**src/hw/rtl/bdq_pkg.sv**
```systemverilog
// Shared types and constants for the bounded deque with search unit.
package bdq_pkg;

    // Default number of stored words
    localparam int BDQ_DEPTH = 16;

    // Fixed field widths of the request and result
    localparam int OP_W   = 3;
    localparam int WORD_W = 32;
    localparam int POS_W  = 8;
    localparam int OCC_W  = 9;

    // Operation codes (code 7 is unused and answers ok with no change)
    typedef enum logic [OP_W-1:0] {
        OP_PUSH_FRONT = 3'd0,
        OP_PUSH_BACK  = 3'd1,
        OP_POP_FRONT  = 3'd2,
        OP_POP_BACK   = 3'd3,
        OP_SEARCH     = 3'd4,
        OP_MIN        = 3'd5,
        OP_MAX        = 3'd6
    } bdq_op_t;

    // Result status codes
    typedef enum logic [1:0] {
        ST_OK        = 2'd0,
        ST_FULL      = 2'd1,
        ST_EMPTY     = 2'd2,
        ST_NOT_FOUND = 2'd3
    } bdq_status_t;

    // Operation class as seen by the controller
    typedef enum logic [1:0] {
        KIND_PUSH,
        KIND_POP,
        KIND_SCAN,
        KIND_NONE
    } bdq_kind_t;

    // Controller states
    typedef enum logic [1:0] {
        S_IDLE,
        S_DISPATCH,
        S_POP_WAIT,
        S_SCAN
    } bdq_state_t;

    // Request payload
    typedef struct packed {
        logic [OP_W-1:0]          op;
        logic signed [WORD_W-1:0] value;
    } bdq_req_t;

    // Result payload
    typedef struct packed {
        bdq_status_t              status;
        logic signed [WORD_W-1:0] data;
        logic [POS_W-1:0]         position;
        logic [OCC_W-1:0]         occupancy;
    } bdq_rsp_t;

    // Controller to datapath commands
    typedef struct packed {
        logic load;      // capture the incoming request
        logic dispatch;  // perform push/pop bookkeeping, issue first read
        logic scan;      // one step of the ring walk
        logic rsp_pop;   // result takes the popped word
        logic rsp_scan;  // result takes the walk outcome
        logic finish;    // register the result
    } bdq_cmd_t;

    // Datapath to controller status
    typedef struct packed {
        bdq_kind_t kind;
        logic      empty;
        logic      last;  // word under compare is the back entry
        logic      hit;   // search match on the word under compare
    } bdq_stat_t;

endpackage

```
**src/hw/rtl/bdq_ctrl.sv**
```systemverilog
// Controller state machine of the deque: sequences dispatch, pop read and ring walk.
module bdq_ctrl
    import bdq_pkg::*;
(
    input  logic      clk,
    input  logic      rst_n,
    input  logic      start,
    input  bdq_stat_t stat,
    output bdq_cmd_t  cmd,
    output logic      busy,
    output logic      done
);

    bdq_state_t state_reg;
    bdq_state_t state_next;
    logic       done_reg;
    logic       done_next;

    // State and strobe registers
    always_ff @(posedge clk or negedge rst_n)
    begin
        if (!rst_n)
        begin
            state_reg <= S_IDLE;
            done_reg  <= 1'b0;
        end
        else
        begin
            state_reg <= state_next;
            done_reg  <= done_next;
        end
    end

    // Next state
    always_comb
    begin
        state_next = state_reg;
        case (state_reg)
            S_IDLE:
            begin
                if (start)
                begin
                    state_next = S_DISPATCH;
                end
            end
            S_DISPATCH:
            begin
                if (stat.kind == KIND_POP && !stat.empty)
                begin
                    state_next = S_POP_WAIT;
                end
                else if (stat.kind == KIND_SCAN && !stat.empty)
                begin
                    state_next = S_SCAN;
                end
                else
                begin
                    state_next = S_IDLE;
                end
            end
            S_POP_WAIT:
            begin
                state_next = S_IDLE;
            end
            S_SCAN:
            begin
                if (stat.hit || stat.last)
                begin
                    state_next = S_IDLE;
                end
            end
            default:
            begin
                state_next = S_IDLE;
            end
        endcase
    end

    // Outputs
    always_comb
    begin
        cmd  = '0;
        busy = 1'b1;
        case (state_reg)
            S_IDLE:
            begin
                busy     = 1'b0;
                cmd.load = start;
            end
            S_DISPATCH:
            begin
                cmd.dispatch = 1'b1;
                cmd.finish   = !((stat.kind == KIND_POP || stat.kind == KIND_SCAN)
                                 && !stat.empty);
            end
            S_POP_WAIT:
            begin
                cmd.rsp_pop = 1'b1;
                cmd.finish  = 1'b1;
            end
            S_SCAN:
            begin
                cmd.scan     = 1'b1;
                cmd.rsp_scan = 1'b1;
                cmd.finish   = stat.hit || stat.last;
            end
            default:
            begin
                busy = 1'b0;
            end
        endcase
    end

    assign done_next = cmd.finish;
    assign done      = done_reg;

endmodule

```
**src/hw/rtl/bdq_dpath.sv**
```systemverilog
// Datapath of the deque: ring storage, front pointer, fill count, walk and result.
module bdq_dpath
    import bdq_pkg::*;
#(
    parameter int DEPTH = BDQ_DEPTH
)
(
    input  logic      clk,
    input  logic      rst_n,
    input  bdq_req_t  req,
    input  bdq_cmd_t  cmd,
    output bdq_stat_t stat,
    output bdq_rsp_t  rsp
);

    localparam int PW = (DEPTH > 1) ? $clog2(DEPTH) : 1;
    localparam int CW = $clog2(DEPTH + 1);
    localparam int SW = CW + 1;

    // Storage and registers
    logic signed [WORD_W-1:0] mem [DEPTH];
    bdq_req_t                 req_reg;
    logic [PW-1:0]            front_reg;
    logic [PW-1:0]            front_next;
    logic [CW-1:0]            count_reg;
    logic [CW-1:0]            count_next;
    logic [CW-1:0]            idx_reg;
    logic [CW-1:0]            idx_next;
    logic signed [WORD_W-1:0] rd_data_reg;
    logic signed [WORD_W-1:0] acc_reg;
    logic signed [WORD_W-1:0] acc_next;
    bdq_rsp_t                 rsp_reg;
    bdq_rsp_t                 rsp_next;

    bdq_kind_t     kind;
    logic          full;
    logic          empty;
    logic [CW-1:0] rd_off;
    logic [SW-1:0] rd_sum;
    logic [PW-1:0] rd_addr;
    logic [SW-1:0] wb_sum;
    logic [PW-1:0] wr_addr;
    logic          wr_en;
    logic          first;
    logic          take;
    logic [CW-1:0] idx_minus;

    // Operation class of the held request
    always_comb
    begin
        if (req_reg.op inside {OP_PUSH_FRONT, OP_PUSH_BACK})
        begin
            kind = KIND_PUSH;
        end
        else if (req_reg.op inside {OP_POP_FRONT, OP_POP_BACK})
        begin
            kind = KIND_POP;
        end
        else if (req_reg.op inside {OP_SEARCH, OP_MIN, OP_MAX})
        begin
            kind = KIND_SCAN;
        end
        else
        begin
            kind = KIND_NONE;
        end
    end

    assign full  = (count_reg == CW'(DEPTH));
    assign empty = (count_reg == '0);

    // Read address: back entry for pop back, otherwise front plus walk index
    assign rd_off  = (cmd.dispatch && req_reg.op == OP_POP_BACK)
                     ? count_reg - CW'(1) : idx_reg;
    assign rd_sum  = SW'(front_reg) + SW'(rd_off);
    assign rd_addr = (rd_sum >= SW'(DEPTH)) ? PW'(rd_sum - SW'(DEPTH)) : PW'(rd_sum);

    // Write address: slot before the front, or slot after the back
    assign wb_sum  = SW'(front_reg) + SW'(count_reg);
    assign wr_addr = (req_reg.op == OP_PUSH_FRONT) ? front_next
                     : ((wb_sum >= SW'(DEPTH)) ? PW'(wb_sum - SW'(DEPTH)) : PW'(wb_sum));
    assign wr_en   = cmd.dispatch && kind == KIND_PUSH && !full;

    // Pointer, count and walk index updates
    always_comb
    begin
        front_next = front_reg;
        count_next = count_reg;
        idx_next   = idx_reg;
        if (cmd.load)
        begin
            idx_next = '0;
        end
        if (cmd.dispatch || cmd.scan)
        begin
            idx_next = idx_reg + CW'(1);
        end
        if (cmd.dispatch && kind == KIND_PUSH && !full)
        begin
            count_next = count_reg + CW'(1);
            if (req_reg.op == OP_PUSH_FRONT)
            begin
                front_next = (front_reg == '0) ? PW'(DEPTH - 1) : front_reg - PW'(1);
            end
        end
        if (cmd.dispatch && kind == KIND_POP && !empty)
        begin
            count_next = count_reg - CW'(1);
            if (req_reg.op == OP_POP_FRONT)
            begin
                front_next = (front_reg == PW'(DEPTH - 1)) ? '0 : front_reg + PW'(1);
            end
        end
    end

    // Walk compare: first word seeds the running min or max
    assign first = (idx_reg == CW'(1));
    assign take  = (req_reg.op == OP_MIN) ? (rd_data_reg < acc_reg)
                                          : (rd_data_reg > acc_reg);
    assign acc_next  = (first || take) ? rd_data_reg : acc_reg;
    assign idx_minus = idx_reg - CW'(1);

    // Result selection
    always_comb
    begin
        rsp_next           = '0;
        rsp_next.status    = ST_OK;
        rsp_next.occupancy = OCC_W'(count_next);
        if (cmd.rsp_pop)
        begin
            rsp_next.data = rd_data_reg;
        end
        else if (cmd.rsp_scan)
        begin
            if (req_reg.op == OP_SEARCH)
            begin
                if (stat.hit)
                begin
                    rsp_next.position = POS_W'(idx_minus);
                end
                else
                begin
                    rsp_next.status = ST_NOT_FOUND;
                end
            end
            else
            begin
                rsp_next.data = acc_next;
            end
        end
        else
        begin
            case (kind)
                KIND_PUSH:
                begin
                    rsp_next.status = full ? ST_FULL : ST_OK;
                end
                KIND_POP:
                begin
                    rsp_next.status = ST_EMPTY;
                end
                KIND_SCAN:
                begin
                    rsp_next.status = (req_reg.op == OP_SEARCH) ? ST_NOT_FOUND : ST_EMPTY;
                end
                default:
                begin
                    rsp_next.status = ST_OK;
                end
            endcase
        end
    end

    // Control registers
    always_ff @(posedge clk or negedge rst_n)
    begin
        if (!rst_n)
        begin
            front_reg <= '0;
            count_reg <= '0;
            idx_reg   <= '0;
        end
        else
        begin
            front_reg <= front_next;
            count_reg <= count_next;
            idx_reg   <= idx_next;
        end
    end

    // Payload registers
    always_ff @(posedge clk)
    begin
        if (cmd.load)
        begin
            req_reg <= req;
        end
        if (cmd.scan)
        begin
            acc_reg <= acc_next;
        end
        if (cmd.finish)
        begin
            rsp_reg <= rsp_next;
        end
    end

    // Ring storage: one write port, one registered read port
    always_ff @(posedge clk)
    begin
        if (wr_en)
        begin
            mem[wr_addr] <= req_reg.value;
        end
        rd_data_reg <= mem[rd_addr];
    end

    assign stat.kind  = kind;
    assign stat.empty = empty;
    assign stat.last  = (idx_reg == count_reg);
    assign stat.hit   = (req_reg.op == OP_SEARCH) && (rd_data_reg == req_reg.value);
    assign rsp        = rsp_reg;

endmodule

```
**src/hw/rtl/bounded_deque_with_search_unit.sv**
```systemverilog
// Top level of the bounded deque with search: controller plus datapath.
//
//   channel   ports               handshake
//   request   req (op, value)     taken on a clock edge with start high, busy low
//   result    rsp (status, data,  valid for the one cycle that done is high;
//             position, occupancy) no back-pressure
//
// After the request edge the controller dispatches. Pushes, unused codes and failed
// operations finish in dispatch, a pop finishes in a read-wait state, and search,
// min and max walk the entries visited (up to the occupancy, at most DEPTH). The walk
// is set by the single read port of the ring storage, one entry per cycle.
// A new request may be taken in the done cycle. Reset clears the front pointer
// and fill count at once; stored words need no clearing.
module bounded_deque_with_search_unit
    import bdq_pkg::*;
#(
    parameter int DEPTH = BDQ_DEPTH
)
(
    input  logic     clk,
    input  logic     rst_n,
    input  logic     start,
    output logic     busy,
    input  bdq_req_t req,
    output logic     done,
    output bdq_rsp_t rsp
);

    bdq_cmd_t  cmd;
    bdq_stat_t stat;

    // Sequencer
    bdq_ctrl u_ctrl (
        .clk   (clk),
        .rst_n (rst_n),
        .start (start),
        .stat  (stat),
        .cmd   (cmd),
        .busy  (busy),
        .done  (done)
    );

    // Storage, pointers and result
    bdq_dpath #(
        .DEPTH (DEPTH)
    ) u_dpath (
        .clk   (clk),
        .rst_n (rst_n),
        .req   (req),
        .cmd   (cmd),
        .stat  (stat),
        .rsp   (rsp)
    );

endmodule

```
**config.mk**
```make
export PLATFORM = sky130hd
export DESIGN_NAME = bounded_deque_with_search_unit
export DESIGN_NICKNAME = d
export VERILOG_FILES = /design/src/hw/rtl/bdq_pkg.sv /design/src/hw/rtl/bdq_ctrl.sv /design/src/hw/rtl/bdq_dpath.sv /design/src/hw/rtl/bounded_deque_with_search_unit.sv
export SDC_FILE = /design/constraint.sdc
export NUM_CORES = 1
export LEC_CHECK = 0
export BUFFER_PORTS_ARGS = -buffer_cell sky130_fd_sc_hd__buf_2
export CORE_ASPECT_RATIO = 1.1
export CORE_MARGIN = 2
export CORE_UTILIZATION = 55
export CTS_BUF_LIST = sky130_fd_sc_hd__clkbuf_8
export DETAILED_ROUTE_END_ITERATION = 8
export PLACE_DENSITY_LB_ADDON = 0.2
export SYNTH_ARGS = -nofsm -noshare
export SYNTH_HDL_FRONTEND = slang
export SYNTH_SLANG_ARGS = --single-unit
```
**constraint.sdc**
```tcl
create_clock -name clk -period 6 [get_ports clk]
set_input_delay 0.3 -clock clk [delete_from_list [all_inputs] [get_ports clk]]
set_output_delay 0.3 -clock clk [all_outputs]
set_load 0.05 [all_outputs]
```
==> metrics.txt <==
kind of critical path flip-flop to flip-flop; Synth cell types 68; first-pass GRT wire length 90.2 mm; largest net degree at the start of global routing 80; DR WL/cell 25.2 µm; Period minus WS final 4230 ps; clock network latency to the later pin of the worst-skew pair 690 ps; fmax 236 MHz; core area 49000 µm²; Synth async-reset ratio 2.53%; Via Count 14200; top-area cell type share of the netlist area 68.5%; 1st-iter DRT viols 1494; Critical Path Fanout Max 53; non-filler cells, final 2378; FF-to-FF path depth 9; post-cts sizing count 0; post-DP HPWL 34.7 mm; post-synthesis register bit count 672; Max rail drop VDD 419 µV; part of the cycle the worst path needs 70.5%; final slew viol count 0; number of synthesized flops with an enable pin 623; Final Core Density between 60 and 70%; CTS tree done; IO Pins between 90 and 100; Die Ht between 200 and 250 µm; Slew Limit Headroom 33.4%; Area contributors post-synth edfxtp_1 (69%), mux4_2 (13%), dfxtp_1 (2.3%); CP endpoint u_dpath.rd_data_reg[26]; most frequent cell after synthesis edfxtp_1; Inserted Clock Buffers between 100 and 150; post-synthesis instance total 1468; reg2reg start u_ctrl.state_reg[1]; vias in the first global route 14500; Cells after DPL 2151; LEAKAGE 10.4 nW; CTS H-tree depth 3; # DRC 0; status complete, no violations; Hold Vio Cnt, Final 0; setup slack, reg-to-reg 1770 ps; GRT Total Usage 24.0%; Setup Skew about 20 ps; TritonRoute pass-1 iters 7; ys flop type edfxtp_1; antenna violations before repair 1; clock root cell clkbuf_8; Remaining Overflow, GRT 0; Max Cap Viol 0; pwr/cell area 575 nW/µm²; max FFs per register 512; detail-routed via count per cell between 5 and 6; worst r2r dst u_dpath.rd_data_reg[26]; Mapped Area approximately 27000 µm²; CP Launch Type flip-flop; setup tns final 0 ps; Fillers 3385; worst path required time 6550 ps; Setup crit start u_ctrl.state_reg[1]; final-report setup violation count 0; # clock sinks between 600 and 700; gpl congestion 0.828; Post-synth top cells edfxtp_1 (623), mux4_2 (160), nand2_1 (94); layout cells sized above 1 between 20% and 30%; Critical Path AT 4790 ps; Slew @ Worst Pin about 1000 ps; Syn-to-layout area delta 13.5%; Nets approximately 1700; top cell type by total area after synthesis edfxtp_1; worst hold margin 85.0 ps; routed wire length 59.9 mm; CTS clk-pin slew, worst paths 60 ps; Warnings, synthesis 0; Die Area 51500 µm²; RSZ-0062 raised after global routing no; CTS Buffer Depth 3; Starting Density 55.7%; DIE WIDTH around 220 µm; input/output buffers 83; worst min-delay path category primary input to async pin; # rows 85; Avg Cell Area, Syn 18.6 µm²; DRT antenna net count 0; CP Capture Type flip-flop; sequential fraction of the synthesis area between 70 and 80%
## critical path, stage by stage, from the launching register on
cell and delay (ps):
dfrtp_2 750, nor3_2 340, nand3_2 190, nand2_1 120
o21ai_0 140, ha_4 200, fa_4 1070, buf_4 440
mux4_2 360, mux4_2 460
## final cells by class
type / instances / area [µm²] / area share, %
inverter: 43 / 161 / 0.521
antenna: 1 / 2.50 / 0.00807
tap: 652 / 816 / 2.63
multi-input combinational: 669 / 7140 / 23.0
timing repair buffer: 152 / 1060 / 3.43
clock inverter: 72 / 428 / 1.38
clock buffer: 117 / 1610 / 5.19
sequential: 672 / 19800 / 63.8
## routing by layer
metal  global-route usage [%]  part of all wire [%]  vias up
met5                        0                     0        -
met4                     8.86                   2.7        0
met3                     4.27                   6.3      102
met2                     39.8                    50      504
met1                     32.2                    41     7306
li1                         -                     -     6266
## power by group
part           leakage (nW)  switching [mW]  internal (mW)  total, mW
logic                  3.10            3.88           3.43       7.31
registers              6.13           0.741           6.06       6.80
clock network          1.21            1.71           1.99       3.70
## metrics by stage
step	setup slack [ps]	cell area, µm²	total power [mW]
finish	1770	31000	17.8
global route	1470	31000	18.7
CTS	1750	31000	18.0
detailed placement	1760	28600	14.3
global placement	1780	28600	14.1
floorplan	2040	27300	12.4
## logic make-up (layout without fill, tap and decap cells)
kind of cell	Yosys count	count (layout)	share of synthesized area [%]
multiplexers	166	166	13.5
buffers and inverters	133	384	2.15
AO/OA/AOI/OAI	136	136	3.18
XOR/XNOR	53	53	1.73
AND/OR/NAND/NOR	260	260	4.82
adder cells (fa/ha/maj)	47	47	2.21
other	1	8	0.0137
flip-flops	672	672	72.4
## worst min path at each step
stage          start                  end  slack, ps
2_1_floorplan  rst_n          u_ctrl.done          4
3_3_place_gp   rst_n   u_dpath.idx_reg[0]        260
3_5_place_dp   rst_n  u_ctrl.state_reg[0]        250
4_1_cts        rst_n   u_dpath.idx_reg[1]         50
5_1_grt        rst_n   u_dpath.idx_reg[2]        100
6_report       rst_n   u_dpath.idx_reg[2]         90
## layout by cell type, fill, tap and decap left out, types with 32 or more instances in the layout
cell and instances:
nand4_1 59, ha_1 44, xnor2_1 46, o21ai_0 46
inv_1 84, edfxtp_1 623, o211ai_1 37, buf_2 83
dfxtp_1 32, clkbuf_8 117, nand2_1 94, dlygate4sd3_1 37
mux4_2 160
## repair_timing
item                                   CTS  global route
hold buffers                            37             0
buffers inserted                         0             0
setup endpoints to repair                0             0
endpoints found under the hold margin   53             0
No activity file was read; power rests on OpenSTA's default activity.
